===== config.mk =====
export PLATFORM = sky130hd
export DESIGN_NAME = sysex7_payload_packetizer
export DESIGN_NICKNAME = d
export VERILOG_FILES = /design/src/hw/rtl/s7pk_pkg.sv /design/src/hw/rtl/sysex7_payload_packetizer.sv /design/src/hw/rtl/s7pk_ctrl.sv /design/src/hw/rtl/s7pk_datapath.sv
export SDC_FILE = /design/constraint.sdc
export NUM_CORES = 2
export LEC_CHECK = 0
export BUFFER_PORTS_ARGS = -buffer_cell sky130_fd_sc_hd__buf_2
export CAP_MARGIN = 15
export CELL_PAD_IN_SITES_DETAIL_PLACEMENT = 0
export CELL_PAD_IN_SITES_GLOBAL_PLACEMENT = 1
export CORE_ASPECT_RATIO = 0.7
export CORE_UTILIZATION = 40
export CTS_CLUSTER_SIZE = 14
export DETAILED_ROUTE_END_ITERATION = 12
export PLACE_DENSITY = 0.58
export SYNTH_ARGS = -nofsm -noshare
export SYNTH_HDL_FRONTEND = slang
export SYNTH_SLANG_ARGS = --single-unit

===== constraint.sdc =====
create_clock -name clk -period 7.3 [get_ports clk]
set_input_delay 1.095 -clock clk [delete_from_list [all_inputs] [get_ports clk]]
set_output_delay 1.095 -clock clk [all_outputs]
set_load 0.01 [all_outputs]

===== src/hw/rtl/s7pk_pkg.sv =====
// Package for the sysex7 payload packetizer: sizes, codes, state type and
// the command and status structs between controller and datapath.
// No dependencies.
package s7pk_pkg;

  // Payload store depth and packet size.
  localparam int MAX_PAYLOAD_BYTES = 256;
  localparam int BYTES_PER_PACKET  = 6;

  // Derived widths.
  localparam int CNT_W  = $clog2(MAX_PAYLOAD_BYTES + 1);
  localparam int ADDR_W = $clog2(MAX_PAYLOAD_BYTES);
  localparam int SLOT_W = $clog2(BYTES_PER_PACKET + 1);
  localparam int BYTE_W = 7;
  localparam int TS_W   = 64;
  localparam int GRP_W  = 4;

  // Stream widths.
  localparam int IN_DATA_W  = 80;
  localparam int OUT_DATA_W = 120;
  localparam int OUT_USER_W = 4;

  // Packet status codes.
  typedef enum logic [1:0] {
    ST_COMPLETE = 2'd0,
    ST_START    = 2'd1,
    ST_CONTINUE = 2'd2,
    ST_END      = 2'd3
  } pkt_status_t;

  // Error codes.
  typedef enum logic [1:0] {
    ERR_NONE     = 2'd0,
    ERR_HIGH_BIT = 2'd1,
    ERR_OVERFLOW = 2'd2
  } err_code_t;

  // Controller states.
  typedef enum logic [2:0] {
    S_COLLECT,
    S_CHECK,
    S_BEGIN,
    S_FETCH,
    S_SEND
  } state_t;

  // Commands from controller to datapath.
  typedef struct packed {
    logic take;       // input beat accepted
    logic load_err;   // load the error result
    logic begin_pkt;  // set up the next packet
    logic fetch;      // read stored bytes into the packet
    logic advance;    // step to the next packet
    logic clear_msg;  // message done, clear counters
  } cmd_t;

  // Status from datapath to controller.
  typedef struct packed {
    logic err;         // message has an error
    logic fetch_done;  // all bytes of the packet are in place
    logic last;        // current result is the final one
  } sts_t;

endpackage


===== src/hw/rtl/sysex7_payload_packetizer.sv =====
// Top level of the sysex7 payload packetizer: joins the controller and the
// datapath. Depends on s7pk_pkg, s7pk_ctrl and s7pk_datapath.
//
//  channel | dir | tdata / tuser / tlast
//  in_     | in  | tdata: byte, group, timestamp; tuser: has_byte; tlast: end
//  out_    | out | tdata: timestamp..bytes; tuser: status, error; tlast: last
//
// Payload bytes are taken one beat per cycle while collecting. After the end
// beat the controller checks for errors; an error result follows at once. Each
// packet then goes through setup, one memory read per byte, a final capture and
// output, plus any stall on the output. No input is taken while results are emitted.
// Reset clears control state only; the payload memory needs no clearing.
module sysex7_payload_packetizer
  import s7pk_pkg::*;
(
  input  logic                  clk,
  input  logic                  rst_n,
  input  logic                  in_tvalid,
  output logic                  in_tready,
  // [7:0] data_byte, [11:8] group, [75:12] timestamp, [79:76] zero
  input  logic [IN_DATA_W-1:0]  in_tdata,
  // [0] has_byte
  input  logic                  in_tuser,
  input  logic                  in_tlast,
  output logic                  out_tvalid,
  input  logic                  out_tready,
  // [63:0] packet_timestamp, [67:64] packet_group, [70:68] byte_count,
  // [77:71] byte_zero, [84:78] byte_one, [91:85] byte_two,
  // [98:92] byte_three, [105:99] byte_four, [112:106] byte_five, [119:113] zero
  output logic [OUT_DATA_W-1:0] out_tdata,
  // [1:0] packet_status, [3:2] error_code
  output logic [OUT_USER_W-1:0] out_tuser,
  output logic                  out_tlast
);

  cmd_t cmd;
  sts_t sts;

  // Sequencing.
  s7pk_ctrl u_ctrl (
    .clk        (clk),
    .rst_n      (rst_n),
    .in_tvalid  (in_tvalid),
    .in_tlast   (in_tlast),
    .in_tready  (in_tready),
    .out_tvalid (out_tvalid),
    .out_tready (out_tready),
    .sts        (sts),
    .cmd        (cmd)
  );

  // Storage and packet assembly.
  s7pk_datapath u_datapath (
    .clk       (clk),
    .rst_n     (rst_n),
    .in_tdata  (in_tdata),
    .in_tuser  (in_tuser),
    .in_tlast  (in_tlast),
    .cmd       (cmd),
    .sts       (sts),
    .out_tdata (out_tdata),
    .out_tuser (out_tuser)
  );

  assign out_tlast = sts.last;

endmodule


===== src/hw/rtl/s7pk_ctrl.sv =====
// Controller state machine of the sysex7 payload packetizer.
// Depends on s7pk_pkg.
module s7pk_ctrl
  import s7pk_pkg::*;
(
  input  logic clk,
  input  logic rst_n,
  input  logic in_tvalid,
  input  logic in_tlast,
  output logic in_tready,
  output logic out_tvalid,
  input  logic out_tready,
  input  sts_t sts,
  output cmd_t cmd
);

  state_t state_r;
  state_t state_nxt;

  // State register.
  always_ff @(posedge clk) begin
    if (!rst_n) begin
      state_r <= S_COLLECT;
    end else begin
      state_r <= state_nxt;
    end
  end

  // Next state and commands.
  always_comb begin
    state_nxt  = state_r;
    cmd        = '0;
    in_tready  = 1'b0;
    out_tvalid = 1'b0;
    unique case (state_r)
      S_COLLECT: begin
        in_tready = 1'b1;
        cmd.take  = in_tvalid;
        if (in_tvalid && in_tlast) begin
          state_nxt = S_CHECK;
        end
      end
      S_CHECK: begin
        if (sts.err) begin
          cmd.load_err = 1'b1;
          state_nxt    = S_SEND;
        end else begin
          state_nxt = S_BEGIN;
        end
      end
      S_BEGIN: begin
        cmd.begin_pkt = 1'b1;
        state_nxt     = S_FETCH;
      end
      S_FETCH: begin
        cmd.fetch = 1'b1;
        if (sts.fetch_done) begin
          state_nxt = S_SEND;
        end
      end
      S_SEND: begin
        out_tvalid = 1'b1;
        if (out_tready) begin
          if (sts.last) begin
            cmd.clear_msg = 1'b1;
            state_nxt     = S_COLLECT;
          end else begin
            cmd.advance = 1'b1;
            state_nxt   = S_BEGIN;
          end
        end
      end
      default: begin
        state_nxt = S_COLLECT;
      end
    endcase
  end

  // The two channels never move in the same cycle.
  a_no_overlap: assert property (@(posedge clk) disable iff (!rst_n)
    !(in_tready && out_tvalid))
    else $error("input and output active together");

  // After the final result the block collects again.
  a_back_to_collect: assert property (@(posedge clk) disable iff (!rst_n)
    (out_tvalid && out_tready && sts.last) |=> in_tready)
    else $error("not back to collecting after final result");

  // An end beat leads to the error check.
  a_end_to_check: assert property (@(posedge clk) disable iff (!rst_n)
    (in_tvalid && in_tready && in_tlast) |=> (state_r == S_CHECK))
    else $error("end beat did not start emission");

endmodule


===== src/hw/rtl/s7pk_datapath.sv =====
// Datapath of the sysex7 payload packetizer: payload memory, counters,
// packet assembly and the output register. Depends on s7pk_pkg.
module s7pk_datapath
  import s7pk_pkg::*;
(
  input  logic                  clk,
  input  logic                  rst_n,
  input  logic [IN_DATA_W-1:0]  in_tdata,
  input  logic                  in_tuser,
  input  logic                  in_tlast,
  input  cmd_t                  cmd,
  output sts_t                  sts,
  output logic [OUT_DATA_W-1:0] out_tdata,
  output logic [OUT_USER_W-1:0] out_tuser
);

  localparam logic [CNT_W-1:0]  MaxCnt  = CNT_W'(MAX_PAYLOAD_BYTES);
  localparam logic [CNT_W-1:0]  PktCnt  = CNT_W'(BYTES_PER_PACKET);
  localparam logic [SLOT_W-1:0] PktSlot = SLOT_W'(BYTES_PER_PACKET);
  localparam int PAD_W = OUT_DATA_W - TS_W - GRP_W - SLOT_W - BYTES_PER_PACKET * BYTE_W;

  // Input fields.
  logic [7:0]       in_byte;
  logic [GRP_W-1:0] in_grp;
  logic [TS_W-1:0]  in_ts;
  assign in_byte = in_tdata[7:0];
  assign in_grp  = in_tdata[11:8];
  assign in_ts   = in_tdata[75:12];

  // Message state.
  logic [CNT_W-1:0]  total_r;
  logic              bad_r;
  logic              ovf_r;
  logic [CNT_W-1:0]  base_r;
  logic [TS_W-1:0]   ts_r;
  logic [GRP_W-1:0]  grp_r;

  // Packet state.
  logic [SLOT_W-1:0] cnt_r;
  logic [SLOT_W-1:0] k_r;
  logic              pipe_r;
  logic [SLOT_W-1:0] pslot_r;
  logic [BYTE_W-1:0] slot_r [BYTES_PER_PACKET];
  pkt_status_t       status_r;
  err_code_t         code_r;
  logic              last_r;

  // Payload memory.
  logic [BYTE_W-1:0] payload_mem_r [MAX_PAYLOAD_BYTES];
  logic [BYTE_W-1:0] rdata_r;
  logic              wr_en;
  logic              rd_en;
  logic [ADDR_W-1:0] rd_addr;
  logic [CNT_W-1:0]  rd_sum;

  assign wr_en   = cmd.take && in_tuser && (total_r < MaxCnt);
  assign rd_en   = cmd.fetch && (k_r < cnt_r);
  assign rd_sum  = base_r + CNT_W'(k_r);
  assign rd_addr = rd_sum[ADDR_W-1:0];

  // Memory write and registered read.
  always_ff @(posedge clk) begin
    if (wr_en) begin
      payload_mem_r[total_r[ADDR_W-1:0]] <= in_byte[BYTE_W-1:0];
    end
    if (rd_en) begin
      rdata_r <= payload_mem_r[rd_addr];
    end
  end

  // Fields of the packet that starts at base_r.
  logic [CNT_W-1:0]  rem_c;
  logic [SLOT_W-1:0] count_c;
  logic              last_c;
  logic              first_c;
  pkt_status_t       status_c;

  always_comb begin
    rem_c   = total_r - base_r;
    last_c  = (rem_c <= PktCnt);
    first_c = (base_r == '0);
    count_c = last_c ? rem_c[SLOT_W-1:0] : PktSlot;
    priority if (first_c && last_c) begin
      status_c = ST_COMPLETE;
    end else if (first_c) begin
      status_c = ST_START;
    end else if (last_c) begin
      status_c = ST_END;
    end else begin
      status_c = ST_CONTINUE;
    end
  end

  // Message counters and flags.
  always_ff @(posedge clk) begin
    if (!rst_n) begin
      total_r <= '0;
      bad_r   <= 1'b0;
      ovf_r   <= 1'b0;
      base_r  <= '0;
    end else begin
      if (cmd.take && in_tuser) begin
        if (in_byte[7]) begin
          bad_r <= 1'b1;
        end
        if (total_r < MaxCnt) begin
          total_r <= total_r + CNT_W'(1);
        end else begin
          ovf_r <= 1'b1;
        end
      end
      if (cmd.take && in_tlast) begin
        base_r <= '0;
      end
      if (cmd.advance) begin
        base_r <= base_r + PktCnt;
      end
      if (cmd.clear_msg) begin
        total_r <= '0;
        bad_r   <= 1'b0;
        ovf_r   <= 1'b0;
      end
    end
  end

  // Sampled group and timestamp.
  always_ff @(posedge clk) begin
    if (cmd.take && in_tlast) begin
      ts_r  <= in_ts;
      grp_r <= in_grp;
    end
  end

  // Fetch control.
  always_ff @(posedge clk) begin
    if (!rst_n) begin
      k_r    <= '0;
      pipe_r <= 1'b0;
      cnt_r  <= '0;
    end else begin
      if (cmd.begin_pkt) begin
        k_r    <= '0;
        pipe_r <= 1'b0;
        cnt_r  <= count_c;
      end else if (cmd.load_err) begin
        k_r    <= '0;
        pipe_r <= 1'b0;
        cnt_r  <= '0;
      end else if (cmd.fetch) begin
        pipe_r <= rd_en;
        if (rd_en) begin
          k_r <= k_r + SLOT_W'(1);
        end
      end
    end
  end

  // Packet payload and header fields.
  always_ff @(posedge clk) begin
    if (rd_en) begin
      pslot_r <= k_r;
    end
    if (cmd.begin_pkt || cmd.load_err) begin
      for (int i = 0; i < BYTES_PER_PACKET; i++) begin
        slot_r[i] <= '0;
      end
    end else if (cmd.fetch && pipe_r) begin
      slot_r[pslot_r] <= rdata_r;
    end
    if (cmd.begin_pkt) begin
      status_r <= status_c;
      last_r   <= last_c;
      code_r   <= ERR_NONE;
    end else if (cmd.load_err) begin
      status_r <= ST_COMPLETE;
      last_r   <= 1'b1;
      code_r   <= bad_r ? ERR_HIGH_BIT : ERR_OVERFLOW;
    end
  end

  // Status to the controller.
  assign sts.err        = bad_r || ovf_r;
  assign sts.fetch_done = (k_r == cnt_r);
  assign sts.last       = last_r;

  // Output beat.
  assign out_tdata = {PAD_W'(0), slot_r[5], slot_r[4], slot_r[3], slot_r[2], slot_r[1],
                      slot_r[0], cnt_r, grp_r, ts_r};
  assign out_tuser = {code_r, status_r};

  // The byte count never passes the store size.
  a_total_bound: assert property (@(posedge clk) disable iff (!rst_n)
    total_r <= MaxCnt)
    else $error("byte total beyond store size");

  // The fetch index stays within the packet.
  a_fetch_bound: assert property (@(posedge clk) disable iff (!rst_n)
    (k_r <= cnt_r) && (cnt_r <= PktSlot))
    else $error("fetch index beyond packet");

  // A read is always followed by its capture.
  a_read_capture: assert property (@(posedge clk) disable iff (!rst_n)
    rd_en |=> (pipe_r && cmd.fetch))
    else $error("read data not captured");

endmodule

# Word-level counts from Yosys, hierarchy flattened

Memory sizes are Yosys's and may differ from the RTL's. A register that Yosys moved wholly into a read port is not among the register bits.
Index checks and enable logic that the tools add are counted.

Reduce and logical (&&, ||, !) cells: 21
Equality and inequality tests: 8
Add/subtract/negate cells: 5
Muxes and demuxes: 40
Bitwise operators: 2
Order comparisons: 3

Operators by type and width:

| cell                | count |
|---|---|
| $mux 3              | 8 |
| $mux 1              | 20 |
| $mux 9              | 2 |
| $mux 2              | 8 |
| $pmux 3 s5          | 1 |
| $add 9x1->9 const B | 1 |
| $add 9x3->9 const B | 1 |
| $le 9x3->1 const B  | 1 |
| $logic_not 9->1     | 1 |
| $lt 9x9->1 const B  | 1 |
| $sub 9x9->9         | 1 |
| $add 8x3->8         | 1 |
| $reduce_and 2->1    | 4 |
| $logic_and 1x1->1   | 7 |
| $mux 7              | 1 |
| $reduce_or 7->1     | 1 |
| $eq 3x2->1 const B  | 2 |
| $ne 2x2->1 const B  | 2 |
| $reduce_bool 2->1   | 2 |
| $add 3x1->3 const B | 1 |
| $eq 3x1->1 const B  | 1 |
| $eq 3x3->1          | 1 |
| $eq 3x3->1 const B  | 1 |
| $logic_not 3->1     | 1 |
| 7 further kinds     | 9 |

Memories: 2
Bits in registers: 106
Logic and storage cells: 95
RAM bits: 1,834

Memory list:

| name                     | depth | bits a word | rd ports | clocked after memory_dff | wr ports | line                | RTL |
|---|---|---|---|---|---|---|---|
| u_datapath.payload_mem_r | 256   | 7           | 1        | 1                        | 1        | s7pk_datapath.sv:49 | `logic [BYTE_W-1:0] payload_mem_r [MAX_PAYLOAD_BYTES];` |
| u_datapath.slot_r        | 6     | 7           | 6        | 0                        | 6        | s7pk_datapath.sv:43 | `logic [BYTE_W-1:0] slot_r [BYTES_PER_PACKET];` |

# Longest topological paths before layout

Word-level depth: 8
Gate-level depth with buffers: 12
Mapped depth without buffers: 9

# Cells and area by module

From an unflattened synthesis, not the netlist that was laid out.

Cell total of the unflattened synthesis: 3,565
Area total of the unflattened synthesis: 75,427.3 um2

Modules (own cells, without submodules):

| module        | cells an instance | area each (um2) | instances |
|---|---|---|---|
| s7pk_datapath | 3,533             | 75,123.3        | 1 |
| s7pk_ctrl     | 32                | 304.0           | 1 |

# Least setup slack after synthesis

OpenSTA, ideal clock, no wires.

Path type: input to register
Start point: input in_tlast
End point: register u_datapath.base_r[6]
Cell stages on the path: 5
Arrival: 3.075 ns
Required time: 7.168 ns
Path slack: 4.093 ns
Buffers on the path: 0
Cells stage by stage: nand3_1 > inv_1 > nor2_1 > a21oi_1 > a21oi_1

Longest elaborated chain between the ends: 2

RTL lines:

| item                        | line                            | RTL |
|---|---|---|
| start, declared             | sysex7_payload_packetizer.sv:24 | `input logic in_tlast,` |
| $logic_and 1x1->1           | s7pk_datapath.sv:112            | `if (cmd.take && in_tlast) begin` |
| $reduce_bool 2->1 (no line) | n/a                             |  |
| end signal, assigned        | s7pk_datapath.sv:116            | `base_r <= base_r + PktCnt;` |
| end, declared               | s7pk_datapath.sv:34             | `logic [CNT_W-1:0] base_r;` |

No other way between the ends.
A chain may end at the register's enable or synchronous reset.

# Worst setup path in the final report

Start point: register u_datapath.base_r[1]
End point: register u_datapath.rdata_r[2] (read register of u_datapath.payload_mem_r) (data pin)

Longest elaborated chain between the ends: 1

RTL lines:

| item          | line                | RTL |
|---|---|---|
| $add 8x3->8   | s7pk_datapath.sv:58 | `assign rd_sum = base_r + CNT_W'(k_r);` |
| end, declared | s7pk_datapath.sv:50 | `logic [BYTE_W-1:0] rdata_r;` |

No other way between the ends.

==> reports/metrics.csv <==
stage;metric;value;unit
clock_network;setup bufs post-CTS;0;
timing;post-route setup TNS;0;ns
layout;Fill cells;15600;
pwr;Int Pwr;17.6;mW
detailed_routing;# DRC;0;
global_routing;Total GRT Usage;19.5;%
detailed_routing;WL final;186000;um
worst_setup_path;Setup CP Type;flip-flop to flip-flop;
worst_setup_path;Worst Setup SP;u_datapath.base_r[1]$_SDFFE_PN0P_;
timing;Worst-Margin Slew;1.20;ns
worst_setup_path;Crit-path slowest cell;o41ai_1;
global_routing;vias in the first global route;36200;
logic_synthesis;Yosys reg bits;1946;
pwr;pwr dens;259;nW/um2
logic_synthesis;Post-synth EDFFs;1915;
timing;Final Setup Violations;0;
worst_setup_path;cell family with most CP delay;compound AO/OA/AOI/OAI gates;
floorplan;die area;190000;um2
flow_run;MaxCap Viol Count;0;
pwr;VDD IR max;0.185;mV
global_routing;first-pass GRT wire length;265000;um
placed_design;detailed placement HPWL;110000;um
layout;most frequent cells in the layout;edfxtp_1, mux4_2, nor2_1, mux2i_1, buf_2;
logic_synthesis;Seq/Total Area, Yosys;77.1;%
timing;RSZ-0062 raised after global routing;no;
detailed_routing;vias per cell;5.50;
hold_path;HP Start;in_tdata[42];
placed_design;buffers added on ports;201;
clock_network;Clk pin slew, worst setup/hold paths;0.06;ns
layout;fin cells;6467;
logic_synthesis;predominant post-synthesis flop cell;edfxtp_1;
layout;FF/Latch Area;58100;um2
placed_design;GPL Wtd Cong;0.796;
timing;clk_skew;0.0423;ns
logic_synthesis;Cells after Synth;3574;
detailed_routing;via count;35600;
pwr;P_sw;4.41;mW
worst_setup_path;critical path capture point type;flip-flop;
floorplan;# IOs;213;
clock_network;CTS root buf;clkbuf_16;
pwr;Leak Pwr;25.2;nW
detailed_routing;WL/cell;28.7;um
clock_network;H-Tree Depth;4;
logic_synthesis;cell area after synthesis;75400;um2
detailed_routing;Starting DRT DRC Count;3666;
detailed_routing;Post-DRT Antenna Nets;0;
layout;final core occ;45.7;%
layout;post-route cell area;85100;um2
clock_network;clock sink total;1946;
logic_synthesis;post-synthesis async set-or-reset flop share;0;%
clock_network;clock buffer depth;4;
global_routing;GR Overflow Total;0;
timing;Max Clock Freq;217;MHz
pwr;switch share;20.0;%
floorplan;die outline height;365;um
layout;nets@finish;3952;
outcome;result of the run;completed;
clock_network;Skew-Pair Late Insertion Delay;0.83;ns
floorplan;starting density of the core;40.5;%
worst_setup_path;CP peak stage delay;1.12;ns
clock_network;CTS tree;built;
layout;area grow syn2layout;12.9;%
worst_setup_path;critical-path cell list;ha_4 > buf_4 > mux4_2 > mux2i_1 > o22ai_1 > o41ai_1 > o2111ai_1;
worst_setup_path;worst path required time;7.79;ns
layout;share of post-route cells with drive strength above 1;24.9;%
logic_synthesis;Avg Inst Size Synth;21.1;um2
timing;Final Hold Vio Count;0;
worst_setup_path;worst path buffer plus inverter count;1;
clock_network;total CTS buffers;188;
pwr;Logic pwr share;1.7;%
timing;Pins Over Slew Limit;0;
worst_setup_path;crit-path max FO;45;
floorplan;Die W;521;um
detailed_routing;DRT Pass-1 Iters;5;
hold_path;Min-Delay Path Class;input pin to flip-flop;
worst_setup_path;worst r2r src;u_datapath.base_r[1]$_SDFFE_PN0P_;
placed_design;Placed Instance Area;79400;um2
layout;most common cell after layout, fill and taps aside;edfxtp_1;
timing;crit path time final;4.61;ns
timing;final hold slack;0.468;ns
logic_synthesis;count of unique library cells instantiated by Yosys;57;
worst_setup_path;Worst setup SP type;flip-flop;
floorplan;area of the core;186000;um2
worst_setup_path;crit path DAT;5.10;ns
logic_synthesis;Syn. warnings;0;
pwr;clock share of power;42.4;%
timing;Tcrit/Tclk final;63.1;%
floorplan;num rows;132;
worst_setup_path;R2R Setup Slk;2.69;ns
clock_network;Post-CTS Hold Fix Bufs;0;
global_routing;largest net degree at the start of global routing;205;
pwr;power share of the sequential group;55.9;%
layout;multi-input logic area;16300;um2
global_routing;initial antenna violation count;10;
timing;Rel. slew slack;18.9;%
clock_network;post_cts resized;0;
placed_design;Placed Cells;6135;
[final cells by class]
cell class                      count  share of cell area [%]
Tap cell                         2479                    3.64
Clock inverter                     96                   0.846
Timing Repair Buffer              274                    2.09
Multi-Input combinational cell   1407                    19.1
Sequential cell                  1946                    68.3
Antenna cell                        2                 0.00588
Inverter                           30                   0.132
Clock buffer                      233                    5.88
[synthesized netlist by cell type (all sizes together), types with 8 or more instances]
| library cell | count | area, um2 |
|---|---|---|
| a21oi | 21 | 120 |
| buf | 111 | 719 |
| clkbuf | 87 | 327 |
| dfxtp | 31 | 621 |
| edfxtp | 1915 | 57500 |
| ha | 18 | 225 |
| inv | 29 | 109 |
| mux2i | 227 | 2270 |
| mux4 | 448 | 10100 |
| nand2 | 56 | 210 |
| nand3 | 31 | 165 |
| nor2 | 334 | 1250 |
| nor2b | 11 | 68.8 |
| nor3 | 8 | 40.0 |
| nor4 | 9 | 56.3 |
| o21ai | 24 | 120 |
| o22ai | 114 | 713 |
| o41ai | 14 | 123 |
| xnor2 | 10 | 87.6 |
| xor2 | 8 | 70.1 |
[cells by family (layout without fill, tap and decap cells)]
family | Yosys count | after routing | synth area share, %
other cells | 1 | 10 | 0.00497
buf+inv | 228 | 633 | 1.54
compound gates | 198 | 198 | 1.71
mux | 676 | 676 | 16.4
fa+ha+maj | 19 | 19 | 0.325
simple gates | 488 | 488 | 2.73
xor+xnor | 18 | 18 | 0.209
flops | 1946 | 1946 | 77.1
[power groups by stage]
stage                     combinational, mW  clock (mW)  sequential, mW
after floorplan                      0.0831           0            12.6
after global placement                0.380           0            12.6
after detailed placement              0.389           0            12.6
after CTS                             0.387        9.53            12.3
after global routing                  0.415        9.94            12.3
final                                 0.380        9.33            12.3
[state kept, by name, indices dropped and copies added (netlist names), 3 cells and up]
register / flops
u_datapath.ts_r: 64
u_datapath.grp_r: 4
u_datapath.pslot_r: 3
u_datapath.base_r: 8
u_datapath.k_r: 3
u_datapath.cnt_r: 3
u_datapath.rdata_r: 7
u_datapath.payload_mem_r: 1792
u_datapath.slot_r: 42
u_ctrl.state_r: 3
u_datapath.total_r: 9
[worst paths after layout]
check | end | cells past startpoint
max reg2reg | u_datapath.rdata_r[2]$_DFFE_PP_ | 7
max | u_datapath.rdata_r[2]$_DFFE_PP_ | 7
min reg2reg | u_datapath.code_r[0]$_SDFFE_PP0P_ | 2
min | u_datapath.ts_r[30]$_DFFE_PP_ | 1
[worst register-to-register path, cell delays in order (launching register included)]
cell	delay, ns
dfxtp_1	0.43
ha_4	0.99
buf_4	0.68
mux4_2	0.51
mux2i_1	0.23
o22ai_1	0.12
o41ai_1	1.12
o2111ai_1	0.23
[layer usage]
layer	vias to the layer above	part of all wire [%]	track usage, %
met4	2	2.0	4.52
met3	245	8.1	5.45
met1	18900	45	28.5
li1	15300	-	-
met5	-	0.0070	0
met2	1103	45	29.0
[metrics by stage]
stage                     total power [mW]  setup WS, ns
final                                 22.0          2.69
after global routing                  22.7          2.66
after CTS                             22.2          2.79
after detailed placement              13.0          2.64
after global placement                12.9          2.68
after floorplan                       12.7          4.09
Power figures use the tool's default switching activity.
